==> src/rtl/dna_canonical_minimizer_core_defines.svh <==
// ----------------------------------------------------------------------------
// dna_canonical_minimizer_core_defines
// Assertion macros shared by the minimizer core.
// ----------------------------------------------------------------------------
`ifndef DNA_CANONICAL_MINIMIZER_CORE_DEFINES_SVH
`define DNA_CANONICAL_MINIMIZER_CORE_DEFINES_SVH

// Same-cycle implication, checked out of reset.
`define DCM_ASSERT_NOW(label, ante, cons, msg) \
    label: assert property (@(posedge i_clk) disable iff (!i_rst_n) \
        (ante) |-> (cons)) else $error(msg);

// Next-cycle implication, checked out of reset.
`define DCM_ASSERT_NEXT(label, ante, cons, msg) \
    label: assert property (@(posedge i_clk) disable iff (!i_rst_n) \
        (ante) |=> (cons)) else $error(msg);

`endif

==> src/rtl/dcm_pkg.sv <==
// ----------------------------------------------------------------------------
// dcm_pkg
// Shared types, constants and the hash mix step of the minimizer core.
// ----------------------------------------------------------------------------
`timescale 1ns / 1ps
`default_nettype none

package dcm_pkg;

    localparam int SMER_LEN_DEF   = 19;
    localparam int WINDOW_LEN_DEF = 16;
    localparam int BASE_W         = 8;
    localparam int OUT_W          = 38;
    localparam int KEY_W          = 64;
    localparam int MIX_STEPS      = 7;
    localparam int STEP_W         = 3;

    typedef enum logic [2:0] {
        ST_IDLE,
        ST_HASH,
        ST_WRITE,
        ST_SCAN,
        ST_DRAIN,
        ST_EMIT
    } t_state;

    typedef struct packed {
        logic              load;
        logic              clear;
        logic              hash;
        logic [STEP_W-1:0] step;
        logic              write;
        logic              scan_start;
        logic              rd;
        logic              emit;
    } t_cmd;

    typedef struct packed {
        logic will_hash;
        logic in_last;
        logic last;
        logic full;
        logic scan_end;
        logic need_emit;
        logic out_free;
    } t_status;

    function automatic logic [KEY_W-1:0] mix_step(input logic [KEY_W-1:0] k,
                                                  input logic [STEP_W-1:0] step);
        logic [KEY_W-1:0] r;
        case (step)
            3'd0:    r = ~k + (k << 21);
            3'd1:    r = k ^ (k >> 24);
            3'd2:    r = k + (k << 3) + (k << 8);
            3'd3:    r = k ^ (k >> 14);
            3'd4:    r = k + (k << 2) + (k << 4);
            3'd5:    r = k ^ (k >> 28);
            3'd6:    r = k + (k << 31);
            default: r = k;
        endcase
        return r;
    endfunction

endpackage

`default_nettype wire

==> src/rtl/dcm_ctrl.sv <==
// ----------------------------------------------------------------------------
// dcm_ctrl
// Sequencer: accept, hash steps, window write, window scan, emit.
// ----------------------------------------------------------------------------
`timescale 1ns / 1ps
`default_nettype none

module dcm_ctrl (
    input  wire                      i_clk,
    input  wire                      i_rst_n,
    input  wire                      i_in_valid,
    output logic                     o_in_stall,
    input  wire  dcm_pkg::t_status   i_status,
    output dcm_pkg::t_cmd            o_cmd
);
    import dcm_pkg::*;

    t_state            r_state, n_state;
    logic [STEP_W-1:0] r_step, n_step;

    always_ff @(posedge i_clk) begin
        if (!i_rst_n) begin
            r_state <= ST_IDLE;
            r_step  <= '0;
        end else begin
            r_state <= n_state;
            r_step  <= n_step;
        end
    end

    always_comb begin
        n_state    = r_state;
        n_step     = r_step;
        o_cmd      = '0;
        o_cmd.step = r_step;
        o_in_stall = (r_state != ST_IDLE);
        case (r_state)
            ST_IDLE: begin
                if (i_in_valid) begin
                    o_cmd.load = 1'b1;
                    if (i_status.will_hash) begin
                        n_state = ST_HASH;
                        n_step  = '0;
                    end else if (i_status.in_last) begin
                        o_cmd.clear = 1'b1;
                    end
                end
            end
            ST_HASH: begin
                o_cmd.hash = 1'b1;
                n_step     = r_step + 1'b1;
                if (r_step == STEP_W'(MIX_STEPS - 1)) begin
                    n_state = ST_WRITE;
                end
            end
            ST_WRITE: begin
                o_cmd.write = 1'b1;
                if (i_status.full) begin
                    o_cmd.scan_start = 1'b1;
                    n_state          = ST_SCAN;
                end else begin
                    o_cmd.clear = i_status.last;
                    n_state     = ST_IDLE;
                end
            end
            ST_SCAN: begin
                o_cmd.rd = 1'b1;
                if (i_status.scan_end) begin
                    n_state = ST_DRAIN;
                end
            end
            ST_DRAIN: begin
                n_state = ST_EMIT;
            end
            ST_EMIT: begin
                if (!i_status.need_emit) begin
                    o_cmd.clear = i_status.last;
                    n_state     = ST_IDLE;
                end else if (i_status.out_free) begin
                    o_cmd.emit  = 1'b1;
                    o_cmd.clear = i_status.last;
                    n_state     = ST_IDLE;
                end
            end
            default: begin
                n_state = ST_IDLE;
            end
        endcase
    end

endmodule

`default_nettype wire

==> src/rtl/dcm_datapath.sv <==
// ----------------------------------------------------------------------------
// dcm_datapath
// Rolling s-mers, hash register, hash window memory, minimum and output.
// ----------------------------------------------------------------------------
`timescale 1ns / 1ps
`default_nettype none

module dcm_datapath #(
    parameter int SMER_LEN   = dcm_pkg::SMER_LEN_DEF,
    parameter int WINDOW_LEN = dcm_pkg::WINDOW_LEN_DEF
) (
    input  wire                         i_clk,
    input  wire                         i_rst_n,
    input  wire  [dcm_pkg::BASE_W-1:0]  i_base_char,
    input  wire                         i_last_base,
    input  wire                         i_out_stall,
    output logic                        o_out_valid,
    output logic [dcm_pkg::OUT_W-1:0]   o_minimizer_hash,
    input  wire  dcm_pkg::t_cmd         i_cmd,
    output dcm_pkg::t_status            o_status
);
    import dcm_pkg::*;

    localparam int MER_W      = 2 * SMER_LEN;
    localparam int FULL_COUNT = SMER_LEN + WINDOW_LEN - 1;
    localparam int CNT_W      = $clog2(FULL_COUNT + 1);
    localparam int WIN_AW     = (WINDOW_LEN > 1) ? $clog2(WINDOW_LEN) : 1;

    logic [MER_W-1:0]     r_fwd, n_fwd;
    logic [MER_W-1:0]     r_rev, n_rev;
    logic [MER_W-1:0]     canon;
    logic [CNT_W-1:0]     r_cnt, n_cnt;
    logic [1:0]           code;
    logic                 r_last;
    logic [KEY_W-1:0]     r_key;
    logic [MER_W-1:0]     r_win [WINDOW_LEN];
    logic [WIN_AW-1:0]    r_win_pos;
    logic [WIN_AW-1:0]    r_scan_idx;
    logic [MER_W-1:0]     r_rd_data;
    logic                 r_rd_vld;
    logic                 r_first;
    logic [MER_W-1:0]     r_min;
    logic [MER_W-1:0]     r_last_emit;
    logic                 r_emitted_any;
    logic                 r_out_valid;
    logic [OUT_W-1:0]     r_out_hash;
    logic                 out_free;

    assign code  = i_base_char[2:1];
    assign n_fwd = MER_W'({r_fwd, code});
    assign n_rev = (r_rev >> 2) | (MER_W'(code ^ 2'b10) << (MER_W - 2));
    assign n_cnt = (r_cnt < CNT_W'(FULL_COUNT)) ? r_cnt + CNT_W'(1) : r_cnt;
    assign canon = (n_fwd < n_rev) ? n_fwd : n_rev;

    assign out_free = !r_out_valid || !i_out_stall;

    assign o_status.will_hash = (n_cnt >= CNT_W'(SMER_LEN));
    assign o_status.in_last   = i_last_base;
    assign o_status.last      = r_last;
    assign o_status.full      = (r_cnt >= CNT_W'(FULL_COUNT));
    assign o_status.scan_end  = (r_scan_idx == WIN_AW'(WINDOW_LEN - 1));
    assign o_status.need_emit = !r_emitted_any || (r_min != r_last_emit);
    assign o_status.out_free  = out_free;

    assign o_out_valid      = r_out_valid;
    assign o_minimizer_hash = r_out_hash;

    // sequence state
    always_ff @(posedge i_clk) begin
        if (!i_rst_n || i_cmd.clear) begin
            r_fwd         <= '0;
            r_rev         <= '0;
            r_cnt         <= '0;
            r_win_pos     <= '0;
            r_last_emit   <= '0;
            r_emitted_any <= 1'b0;
        end else begin
            if (i_cmd.load) begin
                r_fwd <= n_fwd;
                r_rev <= n_rev;
                r_cnt <= n_cnt;
            end
            if (i_cmd.write) begin
                r_win_pos <= (r_win_pos == WIN_AW'(WINDOW_LEN - 1)) ? '0
                                                                    : r_win_pos + 1'b1;
            end
            if (i_cmd.emit) begin
                r_last_emit   <= r_min;
                r_emitted_any <= 1'b1;
            end
        end
    end

    // hash register and last flag
    always_ff @(posedge i_clk) begin
        if (i_cmd.load) begin
            r_key  <= KEY_W'(canon);
            r_last <= i_last_base;
        end else if (i_cmd.hash) begin
            r_key  <= mix_step(r_key, i_cmd.step);
        end
    end

    // window memory
    always_ff @(posedge i_clk) begin
        if (i_cmd.write) begin
            r_win[r_win_pos] <= r_key[MER_W-1:0];
        end
        r_rd_data <= r_win[r_scan_idx];
    end

    // scan control
    always_ff @(posedge i_clk) begin
        if (!i_rst_n) begin
            r_rd_vld   <= 1'b0;
            r_scan_idx <= '0;
            r_first    <= 1'b0;
        end else begin
            r_rd_vld <= i_cmd.rd;
            if (i_cmd.scan_start) begin
                r_scan_idx <= '0;
                r_first    <= 1'b1;
            end else begin
                if (i_cmd.rd) begin
                    r_scan_idx <= r_scan_idx + 1'b1;
                end
                if (r_rd_vld) begin
                    r_first <= 1'b0;
                end
            end
        end
    end

    // fold window minimum
    always_ff @(posedge i_clk) begin
        if (r_rd_vld) begin
            if (r_first || (r_rd_data < r_min)) begin
                r_min <= r_rd_data;
            end
        end
    end

    // output register
    always_ff @(posedge i_clk) begin
        if (!i_rst_n) begin
            r_out_valid <= 1'b0;
        end else if (i_cmd.emit) begin
            r_out_valid <= 1'b1;
        end else if (!i_out_stall) begin
            r_out_valid <= 1'b0;
        end
    end

    always_ff @(posedge i_clk) begin
        if (i_cmd.emit) begin
            r_out_hash <= OUT_W'(r_min);
        end
    end

endmodule

`default_nettype wire

==> src/rtl/dna_canonical_minimizer_core.sv <==
// ----------------------------------------------------------------------------
// dna_canonical_minimizer_core
// Canonical s-mer minimizer over a stream of DNA bases.
//
// Channel   Direction  Handshake               Payload
// input     in         i_in_valid / o_in_stall  i_base_char, i_last_base
// result    out        o_out_valid / i_out_stall o_minimizer_hash
//
// A base before the s-mer fills takes only the accept step; a hashed base
// before the window is full runs accept, 7 hash mix steps and window write.
// Once the window is full an item also runs a scan of the window memory
// at one entry per cycle, a drain step and an emit step. A held result
// stalls only the emit step.
// Reset is synchronous; the window memory is not cleared.
// ----------------------------------------------------------------------------
`timescale 1ns / 1ps
`default_nettype none

`include "dna_canonical_minimizer_core_defines.svh"

module dna_canonical_minimizer_core #(
    parameter int SMER_LEN   = dcm_pkg::SMER_LEN_DEF,
    parameter int WINDOW_LEN = dcm_pkg::WINDOW_LEN_DEF
) (
    input  wire                        i_clk,
    input  wire                        i_rst_n,
    input  wire                        i_in_valid,
    output logic                       o_in_stall,
    input  wire  [dcm_pkg::BASE_W-1:0] i_base_char,
    input  wire                        i_last_base,
    output logic                       o_out_valid,
    input  wire                        i_out_stall,
    output logic [dcm_pkg::OUT_W-1:0]  o_minimizer_hash
);
    import dcm_pkg::*;

    t_cmd    cmd;
    t_status status;

    dcm_ctrl u_ctrl (
        .i_clk      (i_clk),
        .i_rst_n    (i_rst_n),
        .i_in_valid (i_in_valid),
        .o_in_stall (o_in_stall),
        .i_status   (status),
        .o_cmd      (cmd)
    );

    dcm_datapath #(
        .SMER_LEN   (SMER_LEN),
        .WINDOW_LEN (WINDOW_LEN)
    ) u_datapath (
        .i_clk            (i_clk),
        .i_rst_n          (i_rst_n),
        .i_base_char      (i_base_char),
        .i_last_base      (i_last_base),
        .i_out_stall      (i_out_stall),
        .o_out_valid      (o_out_valid),
        .o_minimizer_hash (o_minimizer_hash),
        .i_cmd            (cmd),
        .o_status         (status)
    );

    `DCM_ASSERT_NOW(a_load_on_request, cmd.load, i_in_valid && !o_in_stall, "load without request")
    `DCM_ASSERT_NOW(a_emit_when_free, cmd.emit, status.out_free, "emit into held result")
    `DCM_ASSERT_NEXT(a_emit_shows, cmd.emit, o_out_valid, "emitted result not shown")
    `DCM_ASSERT_NOW(a_no_load_emit, cmd.emit, !cmd.load && !cmd.hash, "emit overlaps item work")

endmodule

`default_nettype wire
==> config.mk <==
export PLATFORM = sky130hd
export DESIGN_NAME = dna_canonical_minimizer_core
export DESIGN_NICKNAME = d
export VERILOG_FILES = /design/src/rtl/dcm_pkg.sv /design/src/rtl/dcm_ctrl.sv /design/src/rtl/dcm_datapath.sv /design/src/rtl/dna_canonical_minimizer_core.sv
export VERILOG_INCLUDE_DIRS = /design/src /design/src/rtl
export SDC_FILE = /design/constraint.sdc
export NUM_CORES = 2
export LEC_CHECK = 0
export BUFFER_PORTS_ARGS = -buffer_cell sky130_fd_sc_hd__buf_2
export CAP_MARGIN = 20
export CORE_MARGIN = 2
export CORE_UTILIZATION = 51
export CTS_CLUSTER_SIZE = 20
export DETAILED_ROUTE_END_ITERATION = 10
export GPL_TIMING_DRIVEN = 0
export PLACE_DENSITY = 0.72
export SLEW_MARGIN = 20
export SYNTH_ARGS = -nofsm -noshare
export SYNTH_HDL_FRONTEND = slang
export SYNTH_SLANG_ARGS = --single-unit
==> constraint.sdc <==
create_clock -name i_clk -period 11.3 [get_ports i_clk]
set_input_delay 2.825 -clock i_clk [delete_from_list [all_inputs] [get_ports i_clk]]
set_output_delay 2.825 -clock i_clk [all_outputs]
set_load 0.01 [all_outputs]
==> impl_metrics.tcl <==
set metrics [dict create \
    status "complete, no violations" \
    row_count 117 \
    ys.flop_type "edfxtp_1" \
    hold_buffers 0 \
    drt-total-wl_um 171000 \
    final_hold_viol_count 0 \
    synth_warnings 0 \
    grt_usage_pct 32.9 \
    critical_path_class "in2reg" \
    crit_top_cell "buf_2" \
    ys_seq_elements 903 \
    syn_to_final_growth_pct 13.4 \
    wl_per_cell_um 28.6 \
    end_kind "register" \
    slew_headroom_pct 19.2 \
    nets 4959 \
    rsz0062_at_grt "false" \
    grt_pass1_vias 37900 \
    r2r_start "u_datapath.r_key[0]" \
    coreArea_sq_mm 0.101 \
    avgSynthCellArea_sq_um 12.1 \
    place_congestion 0.991 \
    path_cells "buf_2, ha_1, nor2b_1, o21a_1, o211ai_1, a21oi_1, o21ai_0, a211oi_1, o311ai_0, a311oi_1, a211o_1, buf_2, buf_2, mux2i_1, o22ai_1" \
    hpwlAfterDp_um 124000 \
    crit_start "i_base_char[2]" \
    crit_required_ps 11720 \
    cts_num_sinks 903 \
    tns_ps 0 \
    worst-path-buf-inv 3 \
    synth.net_count 4709 \
    clockBufferDepth 3 \
    period_needed_ps 5880 \
    reg2reg_slack_ps 5500 \
    cts_resized 0 \
    ys_seq_area_share_pct 48.8 \
    finalMaxSlewViolations 0 \
    fmax_mhz 170 \
    worstHoldStart "u_datapath.r_rd_data[22]" \
    clock_skew_ps 64.5 \
    finalSetupViolCount 0 \
    fp.dieW_um 323 \
    die_y_um 323 \
    met3_usage_pct 6.37 \
    htree_levels 3 \
    ys_types 93 \
    cts_root_buffer "clkbuf_16" \
    setup.worst_path.start_class "input pin" \
    io_buffers 46 \
    worst_slew_pin_slew_ps 1210 \
    drtIter0Drc 4422 \
    cp.arrival_ps 6310 \
    cp_max_fo 10 \
    ys_async_sr_fraction_pct 0 \
    synth_edf_count 723 \
    vias 38800 \
    cp_slowest_cell "o311ai_0" \
    reg2reg_depth 13 \
    insertion_delay_ps 710 \
    path_clk_slew_ps 70 \
    vias_per_cell 6.48 \
    cts_setup_buffers 0 \
    holdPathEnd "u_datapath.r_min[22]" \
    drc 0 \
    netlist_area_sq_mm 0.0519 \
    period_share_pct 52.1 \
    initial_utilization_pct 51.2 \
    antenna_found_initial 7 \
    grt_pass1_wl_um 251000 \
    slowest_delay_ps 690 \
    netlist_instances 4292 \
    min_path_cells 0 \
    ioPinCount 53 \
    first_pass_iters 7 \
    grt-ovfl-total 0 \
    grt_busiest_layer "met2" \
    hold_path.class "reg2reg" \
    grt_max_degree 39 \
    path_delay_family "compound AO/OA/AOI/OAI gates" \
    fp.dieArea_sq_mm 0.104 \
    r2r_end "u_datapath.r_key[37]" \
    drive_gt1_share_pct 12.0 \
    antenna_left 0 \
    cts_tree "built" \
    grtUsageMet2_pct 53.2 \
    cts_inserted_buffers 90 \
    use_met1_pct 40.1 \
    max_cap_violations 0 \
]
==> cell families after synthesis <==
group	Yosys count	share of synthesized area, %
muxes	276	9.90
xor gates and xnor gates	293	4.94
adders and majority gates	404	11.4
AOI/OAI and AO/OA	1118	14.1
buffers and inverters	425	3.09
DFF	903	48.8
and+or+nand+nor	873	7.78
==> state kept, by name (all words and copies together) (netlist names), 3 cells and up <==
| name | flops |
|---|---|
| u_ctrl.r_state | 3 |
| u_datapath.r_win_pos | 4 |
| u_datapath.o_minimizer_hash | 38 |
| u_datapath.r_cnt | 6 |
| u_datapath.r_scan_idx | 4 |
| u_ctrl.r_step | 3 |
| u_datapath.r_min | 38 |
| u_datapath.r_last_emit | 38 |
| u_datapath.r_rd_data | 38 |
| u_datapath.r_win | 608 |
| u_datapath.r_fwd | 18 |
| u_datapath.r_rev | 36 |
| u_datapath.r_key | 64 |
==> per-layer routing <==
layer / part of all wire [%] / wire [um]
met4: 7.9 / 13600
met1: 37 / 62600
met3: 9.1 / 15500
met2: 46 / 79400
met5: 0.029 / 49
==> cell usage in the layout (no fill, tap or decap), drive strengths merged, types with 15 or more instances in the layout <==
master,count
a211oi,31
a21o,119
a21oi,403
a221oi,71
a31oi,32
and2,17
and3,15
buf,181
clkbuf,333
clkinv,41
dfxtp,180
edfxtp,723
fa,118
ha,286
inv,189
mux2i,85
mux4,190
nand2,305
nand2b,29
nand3,43
nand4,71
nor2,248
nor2b,18
nor3,53
nor4,26
o211ai,32
o21a,26
o21ai,176
o21bai,41
o221ai,47
o22ai,21
o31ai,17
xnor2,148
xor2,145
==> synth_stat cells, drive strengths merged (6+ instances only) <==
cell	number	area share [%]
edfxtp	723	42
o211ai	32	0.46
or2	10	0.12
and2	17	0.20
a2111oi	12	0.24
buf	27	0.21
o31ai	17	0.30
xor2	145	2.4
nor2b	18	0.22
dfxtp	180	6.9
o311ai	8	0.13
inv	188	1.4
a211oi	31	0.46
nand4	71	0.87
or4	8	0.12
o221ai	47	0.79
nand2	305	2.2
or3	10	0.12
fa	118	4.6
and3	15	0.18
o22ai	21	0.25
a221o	8	0.15
mux2i	85	1.6
o21a	26	0.38
a21oi	403	3.9
mux4	190	8.2
xnor2	148	2.5
nand3b	6	0.087
o2111ai	6	0.10
nor4	26	0.34
clkbuf	208	1.5
o21ai	176	1.7
o21bai	41	0.60
a31oi	32	0.40
nor3	53	0.52
a311oi	6	0.11
a221oi	71	1.2
a21boi	11	0.16
nor2	248	1.8
a21o	119	1.7
nand3	43	0.41
nand2b	29	0.35
ha	286	6.9
==> through the flow <==
step           std cells  worst slack [ps]  instance area, sq um  hold slack (ps)  util (%)
5_1_grt             5986              5180                 58900              455      58.1
3_5_place_dp        5813              4800                 55800              420      55.1
3_3_place_gp        5706              3630                 53800              420      53.2
2_1_floorplan       4292              5930                 51900              400         -
6_report            5988              5420                 58900              435      58.1
4_1_cts             5981              5410                 58800              441      58.0
==> layout make-up <==
class / count / area, sq um
diodes: 2 / 5.00
plain buffers: 235 / 901
clock buffers: 121 / 2470
clock inverters: 47 / 519
fillers: 8025 / 42400
inverters: 190 / 713
multi-input cells: 2964 / 25100
flip-flops and latches: 903 / 25300
well taps: 1368 / 1710
repair buffers: 158 / 2100
==> worst max-delay path by stage <==
| stage | depth (start not counted) | slack [ps] | end |
|---|---|---|---|
| after global placement | 5 | 3630 | u_datapath.r_win[3][25] |
| after floorplan | 14 | 5930 | u_datapath.r_key[33] |
| after CTS | 13 | 5410 | u_datapath.r_key[37] |
| after global routing | 15 | 5180 | u_datapath.r_key[33] |
| after detailed placement | 15 | 4800 | u_datapath.r_key[19] |
| final | 15 | 5420 | u_datapath.r_key[33] |
Power is not shown: default switching activity piles up to over one toggle a cycle in this logic, so the estimate is an artifact.
